## src/rtl/adc_channel_scan_scheduler_top_macros.svh

```systemverilog
// Assertion macros for the ADC scan scheduler.
// Included by the top level; needs nothing else.
`ifndef ADC_CHANNEL_SCAN_SCHEDULER_TOP_MACROS_SVH
`define ADC_CHANNEL_SCAN_SCHEDULER_TOP_MACROS_SVH

// same-cycle implication
`define ACSS_ASSERT_IMP(label, clk, rst, ante, cons, msg) \
   label: assert property (@(posedge clk) disable iff (rst) (ante) |-> (cons)) \
      else $error(msg);

// next-cycle implication
`define ACSS_ASSERT_NXT(label, clk, rst, ante, cons, msg) \
   label: assert property (@(posedge clk) disable iff (rst) (ante) |=> (cons)) \
      else $error(msg);

`endif

```

## src/rtl/acss_pkg.sv

```systemverilog
// Shared constants and types of the ADC scan scheduler.
// No dependencies.
package acss_pkg;

   localparam int CHANNELS_DEF   = 16;
   localparam int COUNT_BITS_DEF = 8;
   localparam int SAMPLE_BITS    = 12;
   localparam int CHAN_BITS      = 4;
   localparam int OPCODE_BITS    = 2;
   localparam int WORD_BITS      = 24;

   typedef enum logic [OPCODE_BITS-1:0] {
      OP_REQUEST = 2'd0,
      OP_DONE    = 2'd1,
      OP_QUERY   = 2'd2,
      OP_NONE    = 2'd3
   } opcode_type;

endpackage

```

## src/rtl/adc_channel_scan_scheduler_top.sv

```systemverilog
// Top level of the ADC channel scan scheduler.
// Uses acss_pkg, acss_rr_search and adc_channel_scan_scheduler_top_macros.svh.
//
// Usage:
//  - req_* carries one command word: a channel request (continuous or one more
//    single conversion), a conversion-done report with its sample, or a query
//    that returns and clears a channel's done flag with its stored sample.
//  - rsp_* returns exactly one word per command: the selected channel, the
//    converter run status, and for queries the flag and sample.
//  - Per-channel pending counts with continuous marks, and the samples, live
//    in two synchronous RAMs with registered read data. A command reads
//    at acceptance, then modifies and writes back in the execute state.
//  - The response word is registered when the write-back fires, at the end
//    of the RAM read-then-write-back sequence of its command.
//  - The next command is not taken until the write-back is done, so RAM
//    accesses never overlap and need no forwarding.
//  - Reset clears all control state synchronously; per-entry valid bits make
//    unwritten RAM entries read as zero, so there is no clearing sweep.
//  - The response register decouples the sides: a command may be accepted
//    while the last response waits; its write-back then waits until the
//    response register is free.
`include "adc_channel_scan_scheduler_top_macros.svh"

module adc_channel_scan_scheduler_top #(
   parameter int Channels  = acss_pkg::CHANNELS_DEF,
   parameter int CountBits = acss_pkg::COUNT_BITS_DEF
) (
   input  logic                              clock,
   input  logic                              reset,
   input  logic                              req_tvalid,
   output logic                              req_tready,
   // channel[3:0], continuous[4], sample[16:5], zero [23:17]
   input  logic [acss_pkg::WORD_BITS-1:0]    req_tdata,
   // opcode[1:0]
   input  logic [acss_pkg::OPCODE_BITS-1:0]  req_tuser,
   output logic                              rsp_tvalid,
   input  logic                              rsp_tready,
   // active_channel[3:0], converting[4], done_flag[5], stored_sample[17:6],
   // zero [23:18]
   output logic [acss_pkg::WORD_BITS-1:0]    rsp_tdata
);

   localparam int IdxW = (Channels > 1) ? $clog2(Channels) : 1;
   localparam int EntW = CountBits + 1;   // {continuous mark, pending count}
   localparam int SmpW = acss_pkg::SAMPLE_BITS;
   localparam int ChW  = acss_pkg::CHAN_BITS;
   localparam logic [CountBits-1:0] CountMax = CountBits'((1 << CountBits) - 2);
   localparam int PadW = acss_pkg::WORD_BITS - (ChW + 2 + SmpW);

   typedef enum logic [1:0] {
      S_IDLE = 2'b01,
      S_EXEC = 2'b10
   } state_type;

   // ---------------------------------------------------------------------
   // Control and payload registers
   // ---------------------------------------------------------------------
   state_type            state_ff, state_in;
   acss_pkg::opcode_type op_ff;
   logic [IdxW-1:0]      ch_idx_ff;
   logic                 in_range_ff;
   logic                 cont_ff;
   logic [SmpW-1:0]      smp_ff;
   logic                 hit_ff;
   logic [IdxW-1:0]      hit_idx_ff;

   logic [IdxW-1:0]      cur_ff, cur_in;
   logic                 run_ff, run_in;
   logic [Channels-1:0]  done_ff, done_in;
   logic [Channels-1:0]  work_ff, work_in;
   logic [Channels-1:0]  cnt_vld_ff, cnt_vld_in;
   logic [Channels-1:0]  smp_vld_ff, smp_vld_in;

   logic                 rsp_valid_ff, rsp_valid_in;
   logic [ChW-1:0]       rsp_chan_ff;
   logic                 rsp_conv_ff;
   logic                 rsp_flag_ff;
   logic [SmpW-1:0]      rsp_smp_ff;

   // RAMs and their registered read data
   logic [EntW-1:0]      cnt_mem_ff [Channels];
   logic [SmpW-1:0]      smp_mem_ff [Channels];
   logic [EntW-1:0]      cnt_rd_ff;
   logic [SmpW-1:0]      smp_rd_ff;

   // ---------------------------------------------------------------------
   // Input decode
   // ---------------------------------------------------------------------
   logic                 req_accept;
   acss_pkg::opcode_type req_op;
   logic [ChW-1:0]       req_ch;
   logic                 req_in_range;
   logic [IdxW-1:0]      req_idx;
   logic                 srch_found;
   logic [IdxW-1:0]      srch_idx;
   logic [IdxW-1:0]      cnt_raddr;

   assign req_tready   = (state_ff == S_IDLE);
   assign req_accept   = req_tvalid && req_tready;
   assign req_op       = acss_pkg::opcode_type'(req_tuser);
   assign req_ch       = req_tdata[ChW-1:0];
   assign req_in_range = (int'(req_ch) < Channels);
   assign req_idx      = req_in_range ? IdxW'(req_ch) : '0;
   // done items read the entry of the channel the search picks
   assign cnt_raddr    = (req_op == acss_pkg::OP_DONE) ? srch_idx : req_idx;

   acss_rr_search #(
      .Channels (Channels),
      .IdxW     (IdxW)
   ) u_search (
      .work  (work_ff),
      .cur   (cur_ff),
      .found (srch_found),
      .idx   (srch_idx)
   );

   // ---------------------------------------------------------------------
   // Execute: modify and write back
   // ---------------------------------------------------------------------
   logic                 exec_fire;
   logic [IdxW-1:0]      cnt_addr;
   logic [EntW-1:0]      cnt_entry;
   logic                 ent_cont;
   logic [CountBits-1:0] ent_cnt;
   logic [CountBits-1:0] dec_cnt;
   logic                 cnt_we;
   logic [EntW-1:0]      cnt_wdata;
   logic                 smp_we;
   logic                 flag_out;
   logic [SmpW-1:0]      smp_out;

   // write-back waits while an unread response occupies the output register
   assign exec_fire = (state_ff == S_EXEC) && (!rsp_valid_ff || rsp_tready);
   assign cnt_addr  = (op_ff == acss_pkg::OP_DONE) ? hit_idx_ff : ch_idx_ff;
   assign cnt_entry = cnt_vld_ff[cnt_addr] ? cnt_rd_ff : '0;
   assign ent_cont  = cnt_entry[CountBits];
   assign ent_cnt   = cnt_entry[CountBits-1:0];
   assign dec_cnt   = ent_cnt - CountBits'(1);

   always_comb begin
      cur_in     = cur_ff;
      run_in     = run_ff;
      done_in    = done_ff;
      work_in    = work_ff;
      cnt_vld_in = cnt_vld_ff;
      smp_vld_in = smp_vld_ff;
      cnt_we     = 1'b0;
      cnt_wdata  = cnt_entry;
      smp_we     = 1'b0;
      flag_out   = 1'b0;
      smp_out    = '0;
      case (op_ff)
         acss_pkg::OP_REQUEST: begin
            if (in_range_ff) begin
               cnt_we = 1'b1;
               if (cont_ff) begin
                  cnt_wdata = {1'b1, {CountBits{1'b0}}};
               end else if (ent_cont) begin
                  cnt_wdata = {1'b0, CountBits'(1)};
               end else if (ent_cnt < CountMax) begin
                  cnt_wdata = {1'b0, ent_cnt + CountBits'(1)};
               end
               cnt_vld_in[ch_idx_ff] = 1'b1;
               work_in[ch_idx_ff]    = 1'b1;
               cur_in                = ch_idx_ff;
               run_in                = 1'b1;
            end
         end
         acss_pkg::OP_DONE: begin
            smp_we             = 1'b1;
            smp_vld_in[cur_ff] = 1'b1;
            done_in[cur_ff]    = 1'b1;
            if (hit_ff) begin
               if (!ent_cont) begin
                  cnt_we              = 1'b1;
                  cnt_wdata           = {1'b0, dec_cnt};
                  work_in[hit_idx_ff] = (dec_cnt != '0);
               end
               cur_in = hit_idx_ff;
               run_in = 1'b1;
            end else begin
               run_in = 1'b0;
            end
         end
         acss_pkg::OP_QUERY: begin
            if (in_range_ff) begin
               flag_out           = done_ff[ch_idx_ff];
               done_in[ch_idx_ff] = 1'b0;
               smp_out            = smp_vld_ff[ch_idx_ff] ? smp_rd_ff : '0;
            end
         end
         default: begin
            // unused opcode: status only
         end
      endcase
   end

   always_comb begin
      state_in = state_ff;
      case (state_ff)
         S_IDLE: if (req_accept) state_in = S_EXEC;
         S_EXEC: if (exec_fire) state_in = S_IDLE;
         default: state_in = S_IDLE;
      endcase
   end

   always_comb begin
      if (exec_fire) begin
         rsp_valid_in = 1'b1;
      end else if (rsp_tready) begin
         rsp_valid_in = 1'b0;
      end else begin
         rsp_valid_in = rsp_valid_ff;
      end
   end

   // ---------------------------------------------------------------------
   // Registers
   // ---------------------------------------------------------------------
   always_ff @(posedge clock) begin
      if (reset) begin
         state_ff     <= S_IDLE;
         cur_ff       <= '0;
         run_ff       <= 1'b0;
         done_ff      <= '0;
         work_ff      <= '0;
         cnt_vld_ff   <= '0;
         smp_vld_ff   <= '0;
         rsp_valid_ff <= 1'b0;
      end else begin
         state_ff     <= state_in;
         rsp_valid_ff <= rsp_valid_in;
         if (exec_fire) begin
            cur_ff     <= cur_in;
            run_ff     <= run_in;
            done_ff    <= done_in;
            work_ff    <= work_in;
            cnt_vld_ff <= cnt_vld_in;
            smp_vld_ff <= smp_vld_in;
         end
      end
   end

   // command payload, held through execute
   always_ff @(posedge clock) begin
      if (req_accept) begin
         op_ff       <= req_op;
         ch_idx_ff   <= req_idx;
         in_range_ff <= req_in_range;
         cont_ff     <= req_tdata[ChW];
         smp_ff      <= req_tdata[ChW+SmpW:ChW+1];
         hit_ff      <= srch_found;
         hit_idx_ff  <= srch_idx;
      end
   end

   // response payload
   always_ff @(posedge clock) begin
      if (exec_fire) begin
         rsp_chan_ff <= ChW'(cur_in);
         rsp_conv_ff <= run_in;
         rsp_flag_ff <= flag_out;
         rsp_smp_ff  <= smp_out;
      end
   end

   // count/mark RAM: read at accept, write back in execute
   always_ff @(posedge clock) begin
      if (cnt_we && exec_fire) begin
         cnt_mem_ff[cnt_addr] <= cnt_wdata;
      end
      if (req_accept) begin
         cnt_rd_ff <= cnt_mem_ff[cnt_raddr];
      end
   end

   // sample RAM: written on conversion done, read for queries
   always_ff @(posedge clock) begin
      if (smp_we && exec_fire) begin
         smp_mem_ff[cur_ff] <= smp_ff;
      end
      if (req_accept) begin
         smp_rd_ff <= smp_mem_ff[req_idx];
      end
   end

   assign rsp_tvalid = rsp_valid_ff;
   assign rsp_tdata  = {{PadW{1'b0}}, rsp_smp_ff, rsp_flag_ff, rsp_conv_ff, rsp_chan_ff};

   // ---------------------------------------------------------------------
   // Assertions
   // ---------------------------------------------------------------------
   `ACSS_ASSERT_IMP(a_flag_has_sample, clock, reset, 1'b1, (done_ff & ~smp_vld_ff) == '0, "done flag set on a channel without a stored sample")
   `ACSS_ASSERT_IMP(a_count_bound, clock, reset, cnt_we && exec_fire && !cnt_wdata[CountBits], cnt_wdata[CountBits-1:0] <= CountMax, "pending count written above its limit")
   `ACSS_ASSERT_IMP(a_cont_no_count, clock, reset, cnt_we && exec_fire && cnt_wdata[CountBits], cnt_wdata[CountBits-1:0] == '0, "continuous channel written with a pending count")
   `ACSS_ASSERT_NXT(a_rsp_after_exec, clock, reset, exec_fire, rsp_tvalid && (state_ff == S_IDLE), "write-back did not produce a response")

endmodule

```

## src/rtl/acss_rr_search.sv

```systemverilog
// Round-robin search for the next channel with work left.
// Standalone; instantiated by the scheduler top level.
module acss_rr_search #(
   parameter int Channels = 16,
   parameter int IdxW     = 4
) (
   input  logic [Channels-1:0] work,
   input  logic [IdxW-1:0]     cur,
   output logic                found,
   output logic [IdxW-1:0]     idx
);

   logic            hi_hit;
   logic [IdxW-1:0] hi_idx;
   logic [IdxW-1:0] lo_idx;

   // lowest set channel above cur wins, else lowest set overall (cur last)
   always_comb begin
      found  = 1'b0;
      hi_hit = 1'b0;
      hi_idx = '0;
      lo_idx = '0;
      for (int i = Channels - 1; i >= 0; i--) begin
         if (work[i]) begin
            found  = 1'b1;
            lo_idx = IdxW'(i);
            if (IdxW'(i) > cur) begin
               hi_hit = 1'b1;
               hi_idx = IdxW'(i);
            end
         end
      end
      idx = hi_hit ? hi_idx : lo_idx;
   end

endmodule

```

## config.mk

```make
export PLATFORM = sky130hd
export DESIGN_NAME = adc_channel_scan_scheduler_top
export DESIGN_NICKNAME = d
export VERILOG_FILES = /design/src/rtl/acss_pkg.sv /design/src/rtl/adc_channel_scan_scheduler_top.sv /design/src/rtl/acss_rr_search.sv
export VERILOG_INCLUDE_DIRS = /design/src /design/src/rtl
export SDC_FILE = /design/constraint.sdc
export NUM_CORES = 1
export LEC_CHECK = 0
export BUFFER_PORTS_ARGS = -buffer_cell sky130_fd_sc_hd__buf_2
export CAP_MARGIN = 0
export CORE_MARGIN = 2
export CORE_UTILIZATION = 40
export DETAILED_ROUTE_END_ITERATION = 12
export GPL_ROUTABILITY_DRIVEN = 0
export PLACE_DENSITY = 0.55
export RECOVER_POWER = 50
export REMOVE_ABC_BUFFERS = 1
export SETUP_SLACK_MARGIN = 0.02
export SLEW_MARGIN = 10
export SYNTH_ARGS = -nofsm -noshare
export SYNTH_HDL_FRONTEND = slang
export SYNTH_SLANG_ARGS = --single-unit
```

## constraint.sdc

```tcl
create_clock -name clock -period 3.7 [get_ports clock]
set_input_delay 0.555 -clock clock [delete_from_list [all_inputs] [get_ports clock]]
set_output_delay 0.555 -clock clock [all_outputs]
set_load 0.03 [all_outputs]
```

; After elaboration in Yosys (flattened, before gate mapping)
; Memory sizes are Yosys's and may differ from the RTL's. A register that Yosys moved wholly into a read port is not among the register bits.
; Cells that the tools add are included.
[totals]
regBits = 114
romBits = 0
mem_bits_rw = 336
n_memories = 2
latchBits = 0
wordCells = 207
[mem_list]
columns = memory, words, word_bits, rd, rd_ports_with_merged_regs, write_ports, line
row1 = smp_mem_ff, 16, 12, 1, 1, 1, adc_channel_scan_scheduler_top.sv:82  ; logic [SmpW-1:0] smp_mem_ff [Channels];
row2 = cnt_mem_ff, 16, 9, 1, 1, 1, adc_channel_scan_scheduler_top.sv:81  ; logic [EntW-1:0] cnt_mem_ff [Channels];
[classes]
div_mod_pow = 0
mux = 125
reduce_logical = 21
magnitude_cmp = 24
addsub = 2
shifts = 0
eq_ne = 9
multipliers = 0
n_bitwise = 6
[op_table]
columns = op, n
row1 = 4-bit 2-to-1 mux, 52
row2 = 16-bit bitwise OR, 4
row3 = 16-bit case mux with 2 select lines, 2
row4 = 1-bit 2-to-1 mux, 49
row5 = 9-bit 2-to-1 mux, 4
row6 = "4-bit > comparator, first input constant", 8
row7 = 16-bit 2-to-1 mux, 2
row8 = "4-bit by 5-bit less-than comparator with 1-bit output, second input constant", 4
row9 = 9-bit case mux with 2 select lines, 1
row10 = 16-bit bitwise AND, 1
row11 = 16-bit bitwise mux, 1
row12 = "3-bit by 4-bit > comparator with 1-bit output, first input constant", 4
row13 = 8-bit 2-to-1 mux, 2
row14 = 16-bit inverter, 1
row15 = 15-bit OR reduction, 1
row16 = 1-bit binary-select mux with 4-bit select, 3
row17 = 1-bit demux with 4-bit select, 3
row18 = "4-bit by 1-bit greater-or-equal comparator with 1-bit output, second input constant", 3
row19 = 2-bit AND reduction, 5
row20 = "8-bit by 1-bit adder with 8-bit output, second input constant", 1
row21 = "1-bit by 4-bit > comparator with 1-bit output, first input constant", 2
row22 = "2-bit by 4-bit > comparator with 1-bit output, first input constant", 2
row23 = "8-bit less-than comparator, second input constant", 1
row24 = 4-bit case mux with 2 select lines, 1
row25 = other kinds (15), 30

; Depth between registers and ports, before layout
; Gate-level depths: netlist (run 1).
[logic_depth]
word_depth = 35
ltp_mapped = 19

; Cells and area by module
; A second synthesis (run 1) with hierarchy kept.
[unflattened]
cells_unflattened = 1243
area_unflattened_um2 = 19747.7
[by_module_without_submodules]
columns = module, cells_per_inst, seq_area_each_um2, n_inst, area_per_inst_um2
row1 = adc_channel_scan_scheduler_top, 1139, 13422.9, 1, 19063.3
row2 = acss_rr_search, 104, 0.0, 1, 684.4

; Worst setup path after synthesis (run 1)
; OpenSTA, ideal clock, no wires.
[synth_timing]
path_kind = reg2reg
start = register op_ff[1]
end = memory cnt_mem_ff[0][6] (netlist name), data pin
arrival_time_ns = 3.470
path_stages_with_launch = 16
required_time_ns = 3.406
period_less_slack_ns = 3.764
path_slack_ns = -0.064
path_buffers = 4
setup_time_ns = 0.294
path_cell_list = edfxtp_1 inv_1 ha_1 buf_4 mux2i_2 mux4_2 o22ai_1 nor3_2 buf_2 clkbuf_1 nand2_1 ha_1 buf_1 inv_1 o211a_1 o211ai_1
[synth_via]
elab_chain_cells = 10
word_cells_on_any_way = 15
cone_classes = add/sub (2) / order compare (1) / eq/ne (1) / mux (10) / reduce/logical (1)
[synth_lines]
columns = element, line
row1 = "start, declared", adc_channel_scan_scheduler_top.sv:59  ; acss_pkg::opcode_type op_ff;
row2 = "start signal, assigned", adc_channel_scan_scheduler_top.sv:247  ; op_ff <= req_op;
row3 = 2-bit by 1-bit equality test with 1-bit output, "adc_channel_scan_scheduler_top.sv:134, adc_channel_scan_scheduler_top.sv:152"
row4 = 4-bit 2-to-1 mux, adc_channel_scan_scheduler_top.sv:134  ; assign cnt_addr = (op_ff == acss_pkg::OP_DONE) ? hit_idx_ff : ch_idx_ff;
row5 = 1-bit binary-select mux with 4-bit select, adc_channel_scan_scheduler_top.sv:135  ; assign cnt_entry = cnt_vld_ff[cnt_addr] ? cnt_rd_ff : '0;
row6 = 1-bit 2-to-1 mux (implied by the code), adc_channel_scan_scheduler_top.sv:135
row7 = 9-bit 2-to-1 mux, adc_channel_scan_scheduler_top.sv:135
row8 = 8-bit by 1-bit adder with 8-bit output / 8-bit less-than comparator (equally long branches), "adc_channel_scan_scheduler_top.sv:161, adc_channel_scan_scheduler_top.sv:160"
row9 = 8-bit 2-to-1 mux, adc_channel_scan_scheduler_top.sv:160  ; end else if (ent_cnt < CountMax) begin
row10 = 8-bit 2-to-1 mux, adc_channel_scan_scheduler_top.sv:158  ; end else if (ent_cont) begin
row11 = 9-bit 2-to-1 mux, adc_channel_scan_scheduler_top.sv:156  ; if (cont_ff) begin
row12 = 9-bit case mux with 2 select lines (*), adc_channel_scan_scheduler_top.sv:152  ; case (op_ff)
row13 = via cnt_wdata[6], adc_channel_scan_scheduler_top.sv:127  ; logic [EntW-1:0] cnt_wdata;
row14 = "end, declared", adc_channel_scan_scheduler_top.sv:81
; The timed path passes the listed nets; every way through them passes the cells marked *. The select of a mux whose other input is x is not followed.

; Worst setup path after layout (run 1)
[layout_timing]
start = register op_ff[1]
end = memory cnt_mem_ff[5][3] (netlist name), data pin
; Same word-level chain as after synthesis.

==> impl_results.md, run 1 <==
* Status: finished, final reports clean
* IO Count at 56
* RSZ-0062 raised after global routing: yes
* Area Growth Syn to Fin at 15.90%
* DR DRC count at 0
* Ys Warns at 0
* Design area at 0.02352 mm2
* Fin. max-slew vios at 0
* Largest net degree at the start of global routing at 62
* Drt pass-1 iters at 6
* Worst setup path category: flip-flop to flip-flop
* # diodes at 0
* Port bufs at 42
* Cell Pwr Density at 503.3 mW/mm2
* Synth top area share at 59.04%
* Max-capacitance violation count at 0
* Initial antenna violation count at 0
* Worst setup EP type: flip-flop
* Register area share after synthesis at 66.14%
* Cell variety after synth at 75
* Final setup TNS at 0 ns
* Dpl hpwl at 33,260 um
* Initial core utilization at 40.45%
* GR Overflow Total at 0
* Most frequent cells in the layout: edfxtp_1, nor2_1, buf_4
* Routing usage on met2 at 32.90%
* Layout cells sized above 1 at 22.12%
* CORE AREA at 0.05017 mm2
* Worst Tran Pin Value at 1.349 ns
* CTS tree: done
* Number of global-route vias before repair at 12,710
* Commonest non-fill, non-tap cell in the layout: edfxtp_1
* Top_reg_cell synth: edfxtp_1
* CP required at 4.02 ns
* Tcrit/Tclk final at 94.64%
* GR Util met1 at 28.73%
* Global route hottest layer: met2
* Nets@finish at 1,561
* Post-DRT Antenna Nets at 0
* DRT iter0 DRCs at 1,271
* Max_slew headroom at 10.08%
* Met3 Usage GRT at 2.664%
* FP Rows at 82
* Avg Synthesized Cell Area at 14.23 um2
* Yosys reg bits at 471
* DR vias at 12,860
* Syn Inst Count at 1,426
* Clk_skew at 0.02788 ns
* CTS buffer count at 50
* H-Tree Depth at 2
* Number of flops mapped to enable cells by yosys at 399
* Register area at 0.01343 mm2
* Mapped Area at 0.02029 mm2
* CTS Hold Bufs at 0
* Synth top area cells: edfxtp_1, mux4_2, dfxtp_1
* Leakage at 7.712 nW
* # fillers at 4,362
* Hold Fails Final Rpt at 0
* Footprint of the multi-input gates at 0.006329 mm2
* Routed WL per cell at 23.81 um
* Die W at 229.2 um
* Maximum clock insertion buffer count at 3
* Worst-Skew Late Latency at 0.60 ns
* Die area at 0.05255 mm2
* Vias per cell at 5.752
* Hold crit path type: input pin to flip-flop
* Min cycle time layout at 3.502 ns
* Crit start category: flip-flop
* Peak VDD IR at 0.3644 mV
* Synth area leader: edfxtp_1
* CTS root buf: clkbuf_16
* # clock sinks at 471
* Crit path max fanout at 18
* DIE HEIGHT at 229.2 um
* Critical path data arrival time at 3.82 ns
* Gr usage total at 20.24%
* Reg clk slew, reported paths at 0.06 ns
* Area after DPL at 0.02184 mm2
* First-pass GRT wire length at 80,610 um
* Max Freq at 285.6 MHz
* Final setup vio count at 0
* Total wire length at 53,240 um
* Ys async rst share at 0%
-- synth_stat cells (7+ instances only) --
library cell / number
a221o_1: 8
nand2_1: 76
a22oi_1: 12
buf_1: 9
nand4_1: 8
nand2b_1: 20
a31oi_1: 37
o32ai_1: 16
a32o_1: 14
o31ai_1: 13
a211oi_1: 19
nor2b_1: 13
and3_1: 17
mux4_2: 72
a21oi_1: 63
edfxtp_1: 399
o21ai_0: 35
buf_4: 15
inv_1: 31
buf_2: 18
clkbuf_1: 73
a21o_1: 14
nand3_1: 33
nor4_1: 8
o221ai_2: 7
mux2i_1: 8
dfxtp_1: 72
mux2_2: 9
and2_1: 7
nor3_1: 15
o211ai_1: 67
nor2_1: 119
-- logic make-up after synthesis --
| logic type | share of synthesized area [%] |
|---|---|
| compound gates | 12.76 |
| xor+xnor | 0.2590 |
| fa+ha+maj | 0.3699 |
| buf+inv | 3.311 |
| flops | 66.14 |
| mux | 9.020 |
| other cells | 0.01848 |
| simple gates | 8.120 |
-- through the flow --
| stage | utilization (%) | hold WS [ns] | setup slack, ns | std cells | power, W |
|---|---|---|---|---|---|
| floorplan | - | 0.4310 | -1.275 | 1312 | 0.006646 |
| finish | 46.88 | 0.1278 | 0.1983 | 2236 | 0.01184 |
| CTS | 46.67 | 0.09893 | 0.03474 | 2232 | 0.01193 |
| detailed placement | 43.54 | 0.4581 | 0.04284 | 2141 | 0.007142 |
| global placement | 43.54 | 0.4476 | 0.05406 | 2141 | 0.007130 |
| global route | 46.88 | 0.1015 | -0.04757 | 2236 | 0.01226 |
-- worst max-delay path: stages, from the launching register on --
cell      delay (ns)
edfxtp_1        0.40
inv_1           0.14
ha_4            0.23
mux2i_4         0.27
mux4_2          0.53
o22ai_2         0.22
nor3_4          0.08
buf_4           0.21
a21o_1          0.20
nor2b_2         0.22
and2_1          0.18
o21ai_0         0.17
o221ai_1        0.14
buf_4           0.23
-- report_power, final --
part	switching [W]	internal, W
Sequential	0.0000879	0.00589
Combinational	0.000675	0.000400
Clock	0.00207	0.00271
Total	0.00283	0.00901
-- layer usage --
metal	part of all wire [%]	vias up	routed length, um
met5	0	-	0
met4	2.2	0	1153
met3	5.0	79	2684
met2	48	384	25630
met1	45	6575	23770
li1	-	5823	-
-- cell type report --
type / instances / share of cell area, %
clock buffers: 73 / 5.968
clock inverters: 18 / 0.7075
inverters: 31 / 0.4947
multi-input cells: 810 / 26.91
flip-flops and latches: 471 / 57.08
well taps: 672 / 3.575
repair buffers: 161 / 5.266
-- timing repair --
item                                   4_1_cts  5_1_grt
endpoints found under the hold margin        0        0
pin swaps                                    0        2
setup endpoints to repair                    8      215
resized for setup                            1       15
setup buffers                                0        2
cloned                                       0        2
-- final timing paths --
| check | from | endpoint | slack, ns | cells after the start |
|---|---|---|---|---|
| max | op_ff[1] | cnt_mem_ff[5][3] | 0.20 | 13 |
| min | req_tdata[8] | smp_ff[3] | 0.13 | 1 |
| max reg2reg | op_ff[1] | cnt_mem_ff[5][3] | 0.20 | 13 |
| min reg2reg | done_ff[4] | done_ff[4] | 0.47 | 2 |
-- registers in the layout, indices dropped and copies added, names as in the netlist, 9 cells and up --
signal,cells
cnt_vld_ff,16
work_ff,16
cnt_mem_ff,144
done_ff,16
smp_ff,12
cnt_rd_ff,9
rsp_smp_ff,12
smp_mem_ff,192
smp_rd_ff,12
smp_vld_ff,16
(Power assumes the default switching activity.)
==> run 2: changes to the inputs <==
--- a/config.mk
+++ b/config.mk
@@ -9,10 +9,10 @@
 export BUFFER_PORTS_ARGS = -buffer_cell sky130_fd_sc_hd__buf_2
 export CAP_MARGIN = 0
 export CORE_MARGIN = 2
-export CORE_UTILIZATION = 40
+export CORE_UTILIZATION = 30
 export DETAILED_ROUTE_END_ITERATION = 12
 export GPL_ROUTABILITY_DRIVEN = 0
-export PLACE_DENSITY = 0.55
+export PLACE_DENSITY = 0.44
 export RECOVER_POWER = 50
 export REMOVE_ABC_BUFFERS = 1
 export SETUP_SLACK_MARGIN = 0.02
==> impl_results.md, run 2 (synthesis results as in run 1) <==
* Status: complete, but fails checks (was finished, final reports clean)
* Failing checks: capacitance limit, slew limit
* GR Overflow Total at 0 (unchanged)
* Reg with most FFs: smp_mem_ff (unchanged)
* Number of global-route vias before repair at 12,910 (was 12,710)
* Biggest registers after layout: smp_mem_ff x192, cnt_mem_ff x144 (unchanged)
* DRT iter0 DRCs at 1,193 (was 1,271)
* Layout cells sized above 1 at 20.91% (was 22.12%)
* Flop2flop setup slack at 0.16 ns (was 0.20 ns)
* Routed WL per cell at 23.46 um (was 23.81 um)
* DIE HEIGHT at 264.1 um (was 229.2 um)
* Initial antenna violation count at 3 (was 0)
* Worst setup path category: flip-flop to flip-flop (unchanged)
* Largest net degree at the start of global routing at 51 (was 62)
* Worst-Skew Late Latency at 0.59 ns (was 0.60 ns)
* Final setup vio count at 0 (unchanged)
* Crit start category: flip-flop (unchanged)
* RSZ-0062 raised after global routing: no (was yes)
* Drt pass-1 iters at 5 (was 6)
* Commonest non-fill, non-tap cell in the layout: edfxtp_1 (unchanged)
* # diodes at 0 (unchanged)
* IO Count at 56 (unchanged)
* # clock sinks at 471 (unchanged)
* Hold crit path type: input pin to flip-flop (unchanged)
* Min cycle time layout at 3.535 ns (was 3.502 ns)
* Initial core utilization at 30.27% (was 40.45%)
* Final setup TNS at 0 ns (unchanged)
* Cell Pwr Density at 509.5 mW/mm2 (was 503.3 mW/mm2)
* Gr usage total at 16.27% (was 20.24%)
* Peak VDD IR at 0.3242 mV (was 0.3644 mV)
* Die area at 0.06974 mm2 (was 0.05255 mm2)
* Most frequent cells in the layout: edfxtp_1, nor2_1, buf_4 (unchanged)
* Max-capacitance violation count at 3 (was 0)
* Worst setup EP type: flip-flop (unchanged)
* Die W at 264.1 um (was 229.2 um)
* Design Power at 0.01212 W (was 0.01184 W)
* Post-DRT Antenna Nets at 0 (unchanged)
* Fin. max-slew vios at 82 (was 0)
* Critical path data arrival time at 3.83 ns (was 3.82 ns)
* Dpl hpwl at 35,980 um (was 33,260 um)
* H-Tree Depth at 2 (unchanged)
* CP Capture Point: cnt_rd_ff[5] (was cnt_mem_ff[5][3])
* DR vias at 12,970 (was 12,860)
* FF-to-FF End: cnt_rd_ff[5] (was cnt_mem_ff[5][3])
* Reg-to-Reg Start: cur_ff[2] (was op_ff[1])
* Max_slew headroom at -45.94% (was 10.08%)
* Fin cells at 2,442 (was 2,236)
* CTS tree: done (unchanged)
* Placed Cells at 2,350 (was 2,141)
* CTS root buf: clkbuf_16 (unchanged)
* Clk_skew at 0.02369 ns (was 0.02788 ns)
* Max FFs per register at 192 (unchanged)
* CTS buffer count at 51 (was 50)
* Crit path max fanout at 19 (was 18)
* Reg clk slew, reported paths at 0.06 ns (about the same)
* CP required at 4.00 ns (was 4.02 ns)
* Worst setup margin at 0.1645 ns (was 0.1983 ns)
* Tcrit/Tclk final at 95.55% (was 94.64%)
* Leakage at 7.688 nW (was 7.712 nW)
* Maximum clock insertion buffer count at 3 (unchanged)
* Worst Tran Pin Value at 2.189 ns (was 1.349 ns)
* FF-to-FF path depth at 11 (was 13)
* Pre-CTS setup slack at 0.06678 ns (was 0.04284 ns)
* Max Freq at 282.8 MHz (was 285.6 MHz)
* FP Rows at 95 (was 82)
* Area Growth Syn to Fin at 17.23% (was 15.90%)
* # fillers at 6,468 (was 4,362)
* Hold Fails Final Rpt at 0 (unchanged)
* CORE AREA at 0.06704 mm2 (was 0.05017 mm2)
* DR DRC count at 0 (unchanged)
* First-pass GRT wire length at 85,300 um (was 80,610 um)
* CTS Hold Bufs at 0 (unchanged)
* Vias per cell at 5.309 (was 5.752)
* Port bufs at 42 (unchanged)
* Core Util, Final at 35.49% (was 46.88%)
* Total wire length at 57,290 um (was 53,240 um)
* Nets@finish at 1,571 (was 1,561)
* CP startpoint: cur_ff[2] (was op_ff[1])
[run 2: worst max-delay path, cell delays in order, from the launching register on]
cell and delay [ns]:
dfxtp_1 0.58, o21ba_1 0.23, o41ai_2 0.39, nand3_1 0.25
or2_4 0.32, o221ai_4 0.38, o21ai_4 0.11, buf_12 0.16
buf_12 0.15, a221o_1 0.34, o211ai_1 0.14, nand4_1 0.19
[run 2: stage by stage]
step / instance area, um2 / hold WS [ns]
floorplan: 19760 / 0.4310
global placement: 22210 / 0.4444
detailed placement: 22210 / 0.4558
CTS: 23820 / 0.09661
global route: 23790 / 0.1102
finish: 23790 / 0.1396
[run 2: worst min path at each step]
stage / startpoint / endpoint / slack (ns) / depth (start not counted)
CTS: req_tdata[15] / smp_ff[10] / 0.1 / 1
global route: req_tdata[15] / smp_ff[10] / 0.11 / 1
floorplan: cnt_vld_ff[4] / cnt_vld_ff[4] / 0.43 / 2
global placement: smp_vld_ff[6] / smp_vld_ff[6] / 0.44 / 2
finish: req_tdata[15] / smp_ff[10] / 0.14 / 1
detailed placement: cnt_vld_ff[12] / cnt_vld_ff[12] / 0.46 / 2
[run 2: final cells by class]
type                    count  area (um2)  area share, %
clock buffers              60        1310          5.506
clock inverters            27       301.5          1.267
inverters                  31       116.4         0.4891
multi-input cells         811        6331          26.61
flip-flops and latches    471       13420          56.42
well taps                 873        1092          4.591
repair buffers            169        1216          5.112
[run 2: repair_timing]
item / in CTS / in global routing
buffers inserted: 0 / 4
setup endpoints to repair: 0 / 117
resized for setup: 0 / 10
[run 2: report_power, final]
group	switching (W)	internal [W]	total, W	leakage [nW]
logic	0.000692	0.000416	0.00111	2.71
registers	0.0000837	0.00589	0.00598	4.19
clock network	0.00210	0.00294	0.00504	0.787
total	0.00287	0.00925	0.0121	7.69
[run 2: routing by layer]
metal | global-route usage [%] | up-vias | part of all wire, %
li1 | - | 5849 | -
met1 | 23.45 | 6645 | 46
met2 | 25.58 | 395 | 46
met3 | 2.657 | 76 | 5.4
met4 | 4.054 | 0 | 2.1
met5 | 0 | - | 0
